<file path="src/npcs_pkg.sv">
`timescale 1ns / 1ps
// ----------------------------------------------------------------------------
// npcs_pkg: shared definitions for the nearest palette color search
// Types, codes and the distance function used by the scan engine and the top.
// ----------------------------------------------------------------------------
package npcs_pkg;

    // Palette geometry.
    localparam int PALETTE_DEPTH = 256;
    localparam int ADDR_W        = $clog2(PALETTE_DEPTH);
    localparam int CNT_W         = $clog2(PALETTE_DEPTH + 1);
    localparam int CHAN_W        = 8;
    localparam int ENTRY_W       = 3 * CHAN_W;
    localparam int IDX_W         = 8;
    // A scan covers no more than the store holds and the index field reaches.
    localparam int SCAN_MAX      = (PALETTE_DEPTH < (1 << IDX_W))
                                 ? PALETTE_DEPTH : (1 << IDX_W);

    // Configuration register file.
    localparam int NUMC_W               = 9;
    localparam logic [NUMC_W-1:0] NUMC_RESET = 9'd256;
    localparam logic REG_NUM_COLORS     = 1'b0;

    // Command codes carried by the func field.
    localparam logic FUNC_WRITE = 1'b0;
    localparam logic FUNC_QUERY = 1'b1;

    // The best distance starts here, so only closer entries replace index 0.
    localparam logic [CHAN_W-1:0] START_DIST = 8'd255;

    typedef struct packed {
        logic [CHAN_W-1:0] red;
        logic [CHAN_W-1:0] green;
        logic [CHAN_W-1:0] blue;
    } t_color;

    typedef struct packed {
        logic             valid;
        logic [IDX_W-1:0] index;
    } t_scan_res;

    typedef enum logic {
        ST_IDLE,
        ST_SCAN
    } t_scan_state;

    function automatic logic [CHAN_W-1:0] abs_diff(input logic [CHAN_W-1:0] a,
                                                   input logic [CHAN_W-1:0] b);
        abs_diff = (a > b) ? (a - b) : (b - a);
    endfunction

    // Chebyshev distance: the largest of the three channel differences.
    function automatic logic [CHAN_W-1:0] cheb_dist(input t_color e, input t_color q);
        logic [CHAN_W-1:0] dr;
        logic [CHAN_W-1:0] dg;
        logic [CHAN_W-1:0] db;
        logic [CHAN_W-1:0] m;
        dr = abs_diff(e.red, q.red);
        dg = abs_diff(e.green, q.green);
        db = abs_diff(e.blue, q.blue);
        m  = (dr > dg) ? dr : dg;
        cheb_dist = (m > db) ? m : db;
    endfunction

endpackage

</file>
<file path="src/npcs_scan.sv">
`timescale 1ns / 1ps
// ----------------------------------------------------------------------------
// npcs_scan: palette scan engine
// Streams palette reads and tracks the nearest entry under Chebyshev distance.
// ----------------------------------------------------------------------------
module npcs_scan (
    input  logic                             i_clk,
    input  logic                             i_rst_n,
    input  logic                             i_start,
    input  npcs_pkg::t_color                 i_query,
    input  logic [npcs_pkg::CNT_W-1:0]       i_limit,
    output logic                             o_rd_en,
    output logic [npcs_pkg::ADDR_W-1:0]      o_rd_addr,
    input  logic [npcs_pkg::ENTRY_W-1:0]     i_rd_data,
    output logic                             o_busy,
    output npcs_pkg::t_scan_res              o_res
);

    npcs_pkg::t_scan_state              r_state, n_state;
    logic [npcs_pkg::CNT_W-1:0]         r_rd_idx, n_rd_idx;
    logic                               r_cmp_vld, n_cmp_vld;
    logic [npcs_pkg::ADDR_W-1:0]        r_cmp_idx, n_cmp_idx;
    logic [npcs_pkg::CHAN_W-1:0]        r_best, n_best;
    logic [npcs_pkg::ADDR_W-1:0]        r_best_idx, n_best_idx;
    logic                               r_res_vld, n_res_vld;
    logic [npcs_pkg::IDX_W-1:0]         r_res_idx, n_res_idx;
    npcs_pkg::t_color                   r_query, n_query;
    logic [npcs_pkg::CHAN_W-1:0]        cand_dist;
    logic                               last;

    always_ff @(posedge i_clk) begin
        if (!i_rst_n) begin
            r_state   <= npcs_pkg::ST_IDLE;
            r_cmp_vld <= 1'b0;
            r_res_vld <= 1'b0;
        end else begin
            r_state   <= n_state;
            r_cmp_vld <= n_cmp_vld;
            r_res_vld <= n_res_vld;
        end
    end

    always_ff @(posedge i_clk) begin
        r_rd_idx   <= n_rd_idx;
        r_cmp_idx  <= n_cmp_idx;
        r_best     <= n_best;
        r_best_idx <= n_best_idx;
        r_res_idx  <= n_res_idx;
        r_query    <= n_query;
    end

    assign cand_dist = npcs_pkg::cheb_dist(npcs_pkg::t_color'(i_rd_data), r_query);
    assign last = ((npcs_pkg::CNT_W'(r_cmp_idx) + npcs_pkg::CNT_W'(1)) == i_limit);

    always_comb begin
        n_state    = r_state;
        n_rd_idx   = r_rd_idx;
        n_cmp_vld  = 1'b0;
        n_cmp_idx  = r_rd_idx[npcs_pkg::ADDR_W-1:0];
        n_best     = r_best;
        n_best_idx = r_best_idx;
        n_res_vld  = 1'b0;
        n_res_idx  = r_res_idx;
        n_query    = r_query;
        o_rd_en    = 1'b0;
        case (r_state)
            npcs_pkg::ST_IDLE: begin
                if (i_start) begin
                    n_query = i_query;
                    if (i_limit == '0) begin
                        n_res_vld = 1'b1;
                        n_res_idx = '0;
                    end else begin
                        n_state    = npcs_pkg::ST_SCAN;
                        n_rd_idx   = '0;
                        n_best     = npcs_pkg::START_DIST;
                        n_best_idx = '0;
                    end
                end
            end
            npcs_pkg::ST_SCAN: begin
                o_rd_en   = (r_rd_idx < i_limit);
                n_cmp_vld = o_rd_en;
                if (o_rd_en) begin
                    n_rd_idx = r_rd_idx + npcs_pkg::CNT_W'(1);
                end
                if (r_cmp_vld) begin
                    if (cand_dist == '0) begin
                        // An exact match ends the scan at once.
                        n_state   = npcs_pkg::ST_IDLE;
                        n_cmp_vld = 1'b0;
                        n_res_vld = 1'b1;
                        n_res_idx = npcs_pkg::IDX_W'(r_cmp_idx);
                    end else begin
                        if (cand_dist < r_best) begin
                            n_best     = cand_dist;
                            n_best_idx = r_cmp_idx;
                        end
                        if (last) begin
                            n_state   = npcs_pkg::ST_IDLE;
                            n_cmp_vld = 1'b0;
                            n_res_vld = 1'b1;
                            n_res_idx = (cand_dist < r_best)
                                      ? npcs_pkg::IDX_W'(r_cmp_idx)
                                      : npcs_pkg::IDX_W'(r_best_idx);
                        end
                    end
                end
            end
            default: begin
                n_state = npcs_pkg::ST_IDLE;
            end
        endcase
    end

    assign o_rd_addr   = r_rd_idx[npcs_pkg::ADDR_W-1:0];
    assign o_busy      = (r_state == npcs_pkg::ST_SCAN);
    assign o_res.valid = r_res_vld;
    assign o_res.index = r_res_idx;

endmodule

</file>
<file path="config.mk">
export PLATFORM = sky130hd
export DESIGN_NAME = npcs_scan
export DESIGN_NICKNAME = d
export VERILOG_FILES = /design/src/npcs_pkg.sv /design/src/npcs_scan.sv
export SDC_FILE = /design/constraint.sdc
export NUM_CORES = 1
export LEC_CHECK = 0
export ABC_AREA = 0
export BUFFER_PORTS_ARGS = -buffer_cell sky130_fd_sc_hd__buf_2
export CAP_MARGIN = 20
export CORE_AREA = 2 2 143 145
export CTS_CLUSTER_SIZE = 24
export DETAILED_ROUTE_END_ITERATION = 8
export DIE_AREA = 0 0 145 147
export GPL_ROUTABILITY_DRIVEN = 0
export SETUP_SLACK_MARGIN = 0.5
export SLEW_MARGIN = 0
export SYNTH_ARGS = -nofsm -noshare
export SYNTH_HDL_FRONTEND = slang
export SYNTH_SLANG_ARGS = --single-unit
</file>
<file path="constraint.sdc">
create_clock -name i_clk -period 8.6 [get_ports i_clk]
set_clock_uncertainty 0.05 [all_clocks]
set_input_delay 0.43 -clock i_clk [delete_from_list [all_inputs] [get_ports i_clk]]
set_output_delay 0.43 -clock i_clk [all_outputs]
set_load 0.03 [all_outputs]
</file>
======== After elaboration in Yosys (flattened, before gate mapping) ========
Index checks and enable logic that the tools add are counted.
operators by class
  multiplexer cells ....................... 43
  bitwise logic cells ..................... 1
  add/sub/neg operators ................... 8
  reductions and logical operators ........ 8
  eq/ne operators ......................... 9
  order comparisons ....................... 7
operators by type and width
  kind                                                                      number
  8-bit two-way mux                                                         20
  8-bit one-hot mux with 2 select lines                                     3
  8-bit subtractor                                                          6
  8-bit greater-than comparator                                             5
  9-bit two-way mux                                                         3
  9-bit one-hot mux with 2 select lines                                     1
  1-bit two-way mux                                                         14
  8-bit by 1-bit adder with 9-bit output (second input constant)            1
  9-bit by 1-bit adder with 9-bit output (second input constant)            1
  9-bit == test                                                             1
  9-bit zero test                                                           1
  9-bit less-than comparator                                                1
  8-bit zero test                                                           1
  8-bit less-than comparator                                                1
  2-bit inequality test (second input constant)                             4
  4-bit AND reduction                                                       2
  2-bit by 1-bit inequality test with 1-bit output (second input constant)  3
  5-bit AND reduction                                                       1
  1-bit one-hot mux with 2 select lines                                     2
  2-bit AND reduction                                                       2
  3-bit by 1-bit inequality test with 1-bit output (second input constant)  1
  3-bit AND reduction                                                       1
  1-bit NOT                                                                 1
storage, ports and cells
  bits of input ports ..................... 60
  logic and storage cells ................. 87
  output and inout bits ................... 19
  bits in registers ....................... 68

======== Logic depth before layout (Yosys ltp) ========
  word-level depth ........................ 12
  gate-level depth with buffers ........... 34
  gate-level depth less buffers ........... 30

======== Least setup slack after synthesis ========
Ideal clock, no wire load.
  kind .................................... input port to flip-flop
  start ................................... input i_rd_data[16] in the netlist's numbering
  end ..................................... register r_best[0] in the netlist's numbering, enable pin
  path buffers ............................ 3
  data required time ...................... 8.175 ns
  path slack .............................. 1.557 ns
  setup time .............................. 0.375 ns
  cell stages on the path ................. 31
  arrival time ............................ 6.618 ns
  path through ............................ inv_1 > ha_1 > inv_1 > fa_1 > nand3_1 > a21oi_1 > o21ai_2 > mux2i_1 > xnor2_1 > inv_1 > ha_1 > nand4_1 > or2_2 > o21ai_1 > clkbuf_1 > mux2_2 > ha_1 > o211ai_1 > a21oi_1 > o31ai_1 > clkbuf_1 > nand2_1 > o21ai_0 > inv_1 > ha_1 > o211ai_1 > a311oi_1 > nor4b_1 > buf_4 > nand2b_1 > a21oi_1
on the way
  word-level cells in the longest chain between the ends .. 9
  elaborated cells on any way between the ends .. 13
  those cells by class .................... 2 x add/sub; 4 x order compare; 2 x eq/ne; 3 x mux; 2 x reduce/logical
ends and longest elaborated chain
  item                                                                                                               line                              text
  start: declaration                                                                                                 npcs_scan.sv:14                   input logic [npcs_pkg::ENTRY_W-1:0] i_rd_data,
  8-bit subtractor / 8-bit greater-than comparator (equally long branches)                                           npcs_pkg.sv:49                    abs_diff = (a > b) ? (a - b) : (b - a);
  8-bit two-way mux *                                                                                                npcs_pkg.sv:49
  8-bit greater-than comparator                                                                                      npcs_pkg.sv:61                    m = (dr > dg) ? dr : dg;
  8-bit two-way mux *                                                                                                npcs_pkg.sv:61
  8-bit greater-than comparator                                                                                      npcs_pkg.sv:62                    cheb_dist = (m > db) ? m : db;
  8-bit two-way mux *                                                                                                npcs_pkg.sv:62
  via cand_dist (one bit)                                                                                            npcs_scan.sv:28                   logic [npcs_pkg::CHAN_W-1:0] cand_dist;
  8-bit less-than comparator / 8-bit zero test (equally long branches)                                               npcs_scan.sv:95, npcs_scan.sv:88
  2-bit by 1-bit inequality test with 1-bit output (no source line) / 2-bit inequality test (equally long branches)  -
  5-bit AND reduction (no source line) *                                                                             -
  end signal: assignment                                                                                             npcs_scan.sv:46                   r_best <= n_best;
  end: declaration                                                                                                   npcs_scan.sv:23                   logic [npcs_pkg::CHAN_W-1:0] r_best, n_best;
The timed path passes the listed nets; every way through them passes the cells marked *.
A chain may end at the register's enable or synchronous reset.

======== Final worst setup path ========
  start ................................... register r_query[13] in the netlist's numbering
  end ..................................... register r_best[4] in the netlist's numbering, enable pin
on the way
  word-level cells in the longest chain between the ends .. 9
  elaborated cells on any way between the ends .. 13
  those cells by class .................... 2 x add/sub; 4 x order compare; 2 x eq/ne; 3 x mux; 2 x reduce/logical
ends and longest elaborated chain
  item                                                                                                               line                              text
  start: declaration                                                                                                 npcs_scan.sv:27                   npcs_pkg::t_color r_query, n_query;
  start signal: assignment                                                                                           npcs_scan.sv:49                   r_query <= n_query;
  8-bit subtractor / 8-bit greater-than comparator (equally long branches)                                           npcs_pkg.sv:49
  8-bit two-way mux *                                                                                                npcs_pkg.sv:49
  8-bit greater-than comparator                                                                                      npcs_pkg.sv:61
  8-bit two-way mux *                                                                                                npcs_pkg.sv:61
  8-bit greater-than comparator                                                                                      npcs_pkg.sv:62
  8-bit two-way mux *                                                                                                npcs_pkg.sv:62
  via cand_dist (one bit)                                                                                            npcs_scan.sv:28
  8-bit less-than comparator / 8-bit zero test (equally long branches)                                               npcs_scan.sv:95, npcs_scan.sv:88
  2-bit by 1-bit inequality test with 1-bit output (no source line) / 2-bit inequality test (equally long branches)  -
  5-bit AND reduction (no source line) *                                                                             -
Marked as above.

==> summary.txt <==
Placed design
  – Hpwl dp: 10.3 mm
  – Total placed cells including tap cells: 961
  – Count of input and output buffers: 78

Worst hold path
  – Path category of the worst min-delay check: input pin to flop

Global routing
  – Global route overflow: 0
  – First-pass GRT wire length: 22.4 mm
  – Via count of the first global-routing pass: 4,601
  – Initial antenna violation count: 1
  – GRT Total Usage: 13.0%
  – Maximum number of pins on one net before global-route repair: 51

Synthesis
  – Proportion of synthesized chip area in sequential cells: 32.2%
  – Summed instance area of the synthesized netlist: 0.00599 mm²
  – Average size of a mapped cell: 9.41 µm²
  – Number of synthesis warnings: 0
  – Number of enable flip-flop cells after synthesis: 57
  – Cells after Synth: 637
  – Post-Synthesis Net Count: 781
  – Asr flop ratio synth: 0%
  – Primary flip-flop cell chosen by synthesis mapping: edfxtp_1
  – Distinct cell type count of the synthesized netlist: 61
  – Register bit count reported by yosys: 68

Run
  – Max-cap check violation count: 0

Final layout
  – Area added between synthesis and finish: 14.8%
  – Layout cells sized above 1: 16.4%
  – Post-route insts no fill: 977
  – Area used by multi-input combinational logic: 0.00359 mm²
  – Count of inserted antenna diode cells: 0
  – Register area: 0.00193 mm²
  – Nets: 846
  – Number of filler cells placed in the layout: 2,058

Die
  – I/O pin cnt: 79
  – Floorplan core area: 0.0198 mm²
  – Die height: 147 µm
  – Die Span X: 145 µm
  – Effective utilization at floorplan: 30.2%
  – Floorplan die area: 0.0213 mm²
  – FP Rows: 52

STA
  – Relative slew margins: 44.3%
  – Pins Over Slew Limit: 0
  – Final hold violation count: 0
  – Post-Route Setup TNS: 0 ps
  – Unrepaired setup endpoints after global routing: no
  – Final critical path time including I/O delays and setup: 7450 ps
  – Final setup violation count: 0
  – Final period util: 86.6%
  – Worst slew pin tran: 836 ps
  – Fmax achieved: 134 MHz

Power and ir drop
  – Sum of internal, switching and leakage power: 1.64 mW
  – Power per unit of standard cell area: 238 mW/mm²
  – Maximum ir drop on the vdd rail: 129 µV
  – Pleak: 3.22 nW

Detailed routing
  – Mean number of vias per cell: 4.81
  – Final antenna-violating net count: 0
  – Total wirelength of the detailed-routed design: 13.4 mm
  – Wire length per cell after detailed routing: 13.8 µm
  – Overall via count from detail_route: 4,701
  – Number of DRC markers after the initial detailed-route iteration: 295
  – Remaining routing DRC violations: 0
  – First-pass iteration count of the detailed router: 4

Critical path
  – Arrival @ worst endpoint: 7370 ps
  – Critical path data required time: 8520 ps
  – Path type of the worst setup path: flop to flop
  – Worst setup EP type: flop
  – Setup crit start kind: flop
  – Biggest cell delay along the critical path: 630 ps
  – Crit-path slowest cell: a21oi_1
  – Crit-path most repeated cell: ha_1
  – Critical path fanouts, max: 17

CTS
  – Max H-tree Level: 3
  – Number of buffers added by the clock tree synthesis step: 9
  – Root Buffer Master: clkbuf_16
  – Number of sinks on the clock net: 68
  – Post-CTS Resized: 0
  – Quantity of hold-fixing buffers added after cts: 0
  – Max Buffers Root-to-Sink: 2
  – Setup Fix Bufs, Post-CTS: 0
  – Clock latency reported for the late side of the worst-skew pair: 350 ps
  – Clock Pin Slew Worst Setup and Hold Paths: 60 ps
  – Clock tree from TritonCTS: built

Status
  – Outcome: finished clean
[logic make-up (layout without fill, tap and decap cells)]
family | Yosys count | count (layout) | synth area share (%)
muxes | 37 | 37 | 6.26
buffers and inverters | 111 | 181 | 8.02
DFF | 68 | 68 | 32.2
xor gates and xnor gates | 26 | 26 | 3.93
adders and majority gates | 84 | 84 | 18.3
and+or+nand+nor | 159 | 159 | 14.2
AOI/OAI and AO/OA | 152 | 152 | 17.1
[cells in the mapped netlist (13+ instances only)]
master | count | share of area [%]
o21ai_0 | 29 | 2.4
nor2b_1 | 19 | 2.0
nand2_1 | 39 | 2.4
xnor2_1 | 16 | 2.3
a21oi_1 | 41 | 3.4
ha_1 | 78 | 16
edfxtp_1 | 57 | 29
inv_1 | 81 | 5.1
mux2i_1 | 33 | 5.5
nor2_1 | 26 | 1.6
a21o_1 | 26 | 3.3
and2_1 | 14 | 1.5
nand3_1 | 13 | 1.1
[metal layers]
metal	global-route usage (%)	vias up	wire, µm
met3	3.42	18	546
met5	0	-	0
met4	4.01	0	244
met2	21.7	96	6290
met1	16.4	2198	6360
li1	-	2389	-
[stage by stage]
step                      util [%]  hold WS (ps)  instance area [µm²]  setup slack (ps)
final                         34.7           209                 6880              1150
after CTS                     34.7           189                 6880              1100
after global placement        33.2           422                 6600              1160
after floorplan                  -           371                 5990              1560
after global routing          34.7           190                 6880               517
after detailed placement      33.2           432                 6600               983
[placed cells by master, fill, tap and decap left out, types with 18 or more instances in the layout]
cell       n
nand2_1   39
ha_1      78
nor2b_1   18
o21ai_0   29
a21o_1    26
mux2i_1   33
edfxtp_1  57
inv_1     81
a21oi_1   41
buf_2     78
nor2_1    26
[critical path, delay by kind of cell (launching register included)]
kind	cells	cell delay (ps)
fa+ha+maj	4	1260
compound gates	10	2790
xor+xnor	1	210
mux	2	650
flops	1	400
simple gates	7	1120
buf+inv	3	580
[worst paths after layout]
kind / start / to / slack (ps) / cells after the start
setup / recovery: r_query[13] / r_best[4] / 1150 / 27
hold / removal: i_query[8] / r_query[8] / 210 / 1
setup reg to reg: r_query[13] / r_best[4] / 1150 / 27
hold reg to reg: r_rd_idx[1] / r_cmp_idx[1] / 450 / 0
[final cells by class]
| type | instances | share of cell area (%) |
|---|---|---|
| multi-input cells | 458 | 52.2 |
| flip-flops and latches | 68 | 28.1 |
| repair buffers | 84 | 6.33 |
| well taps | 270 | 4.91 |
| inverters | 81 | 4.42 |
| clock buffers | 11 | 3.53 |
| clock inverters | 5 | 0.528 |
[registers in the layout, summed over array words and instances (netlist names)]
register    flops
r_best_idx      8
r_res_vld       1
r_best          8
r_rd_idx        9
r_cmp_idx       8
r_res_idx       8
r_query        24
o_busy          1
r_cmp_vld       1
[power by group]
| group | switching (mW) | internal (mW) | leakage [nW] | total [mW] |
|---|---|---|---|---|
| logic | 0.472 | 0.373 | 2.46 | 0.845 |
| registers | 0.0263 | 0.406 | 0.637 | 0.432 |
| clock network | 0.156 | 0.204 | 0.128 | 0.360 |
Power figures use the tool's default switching activity.
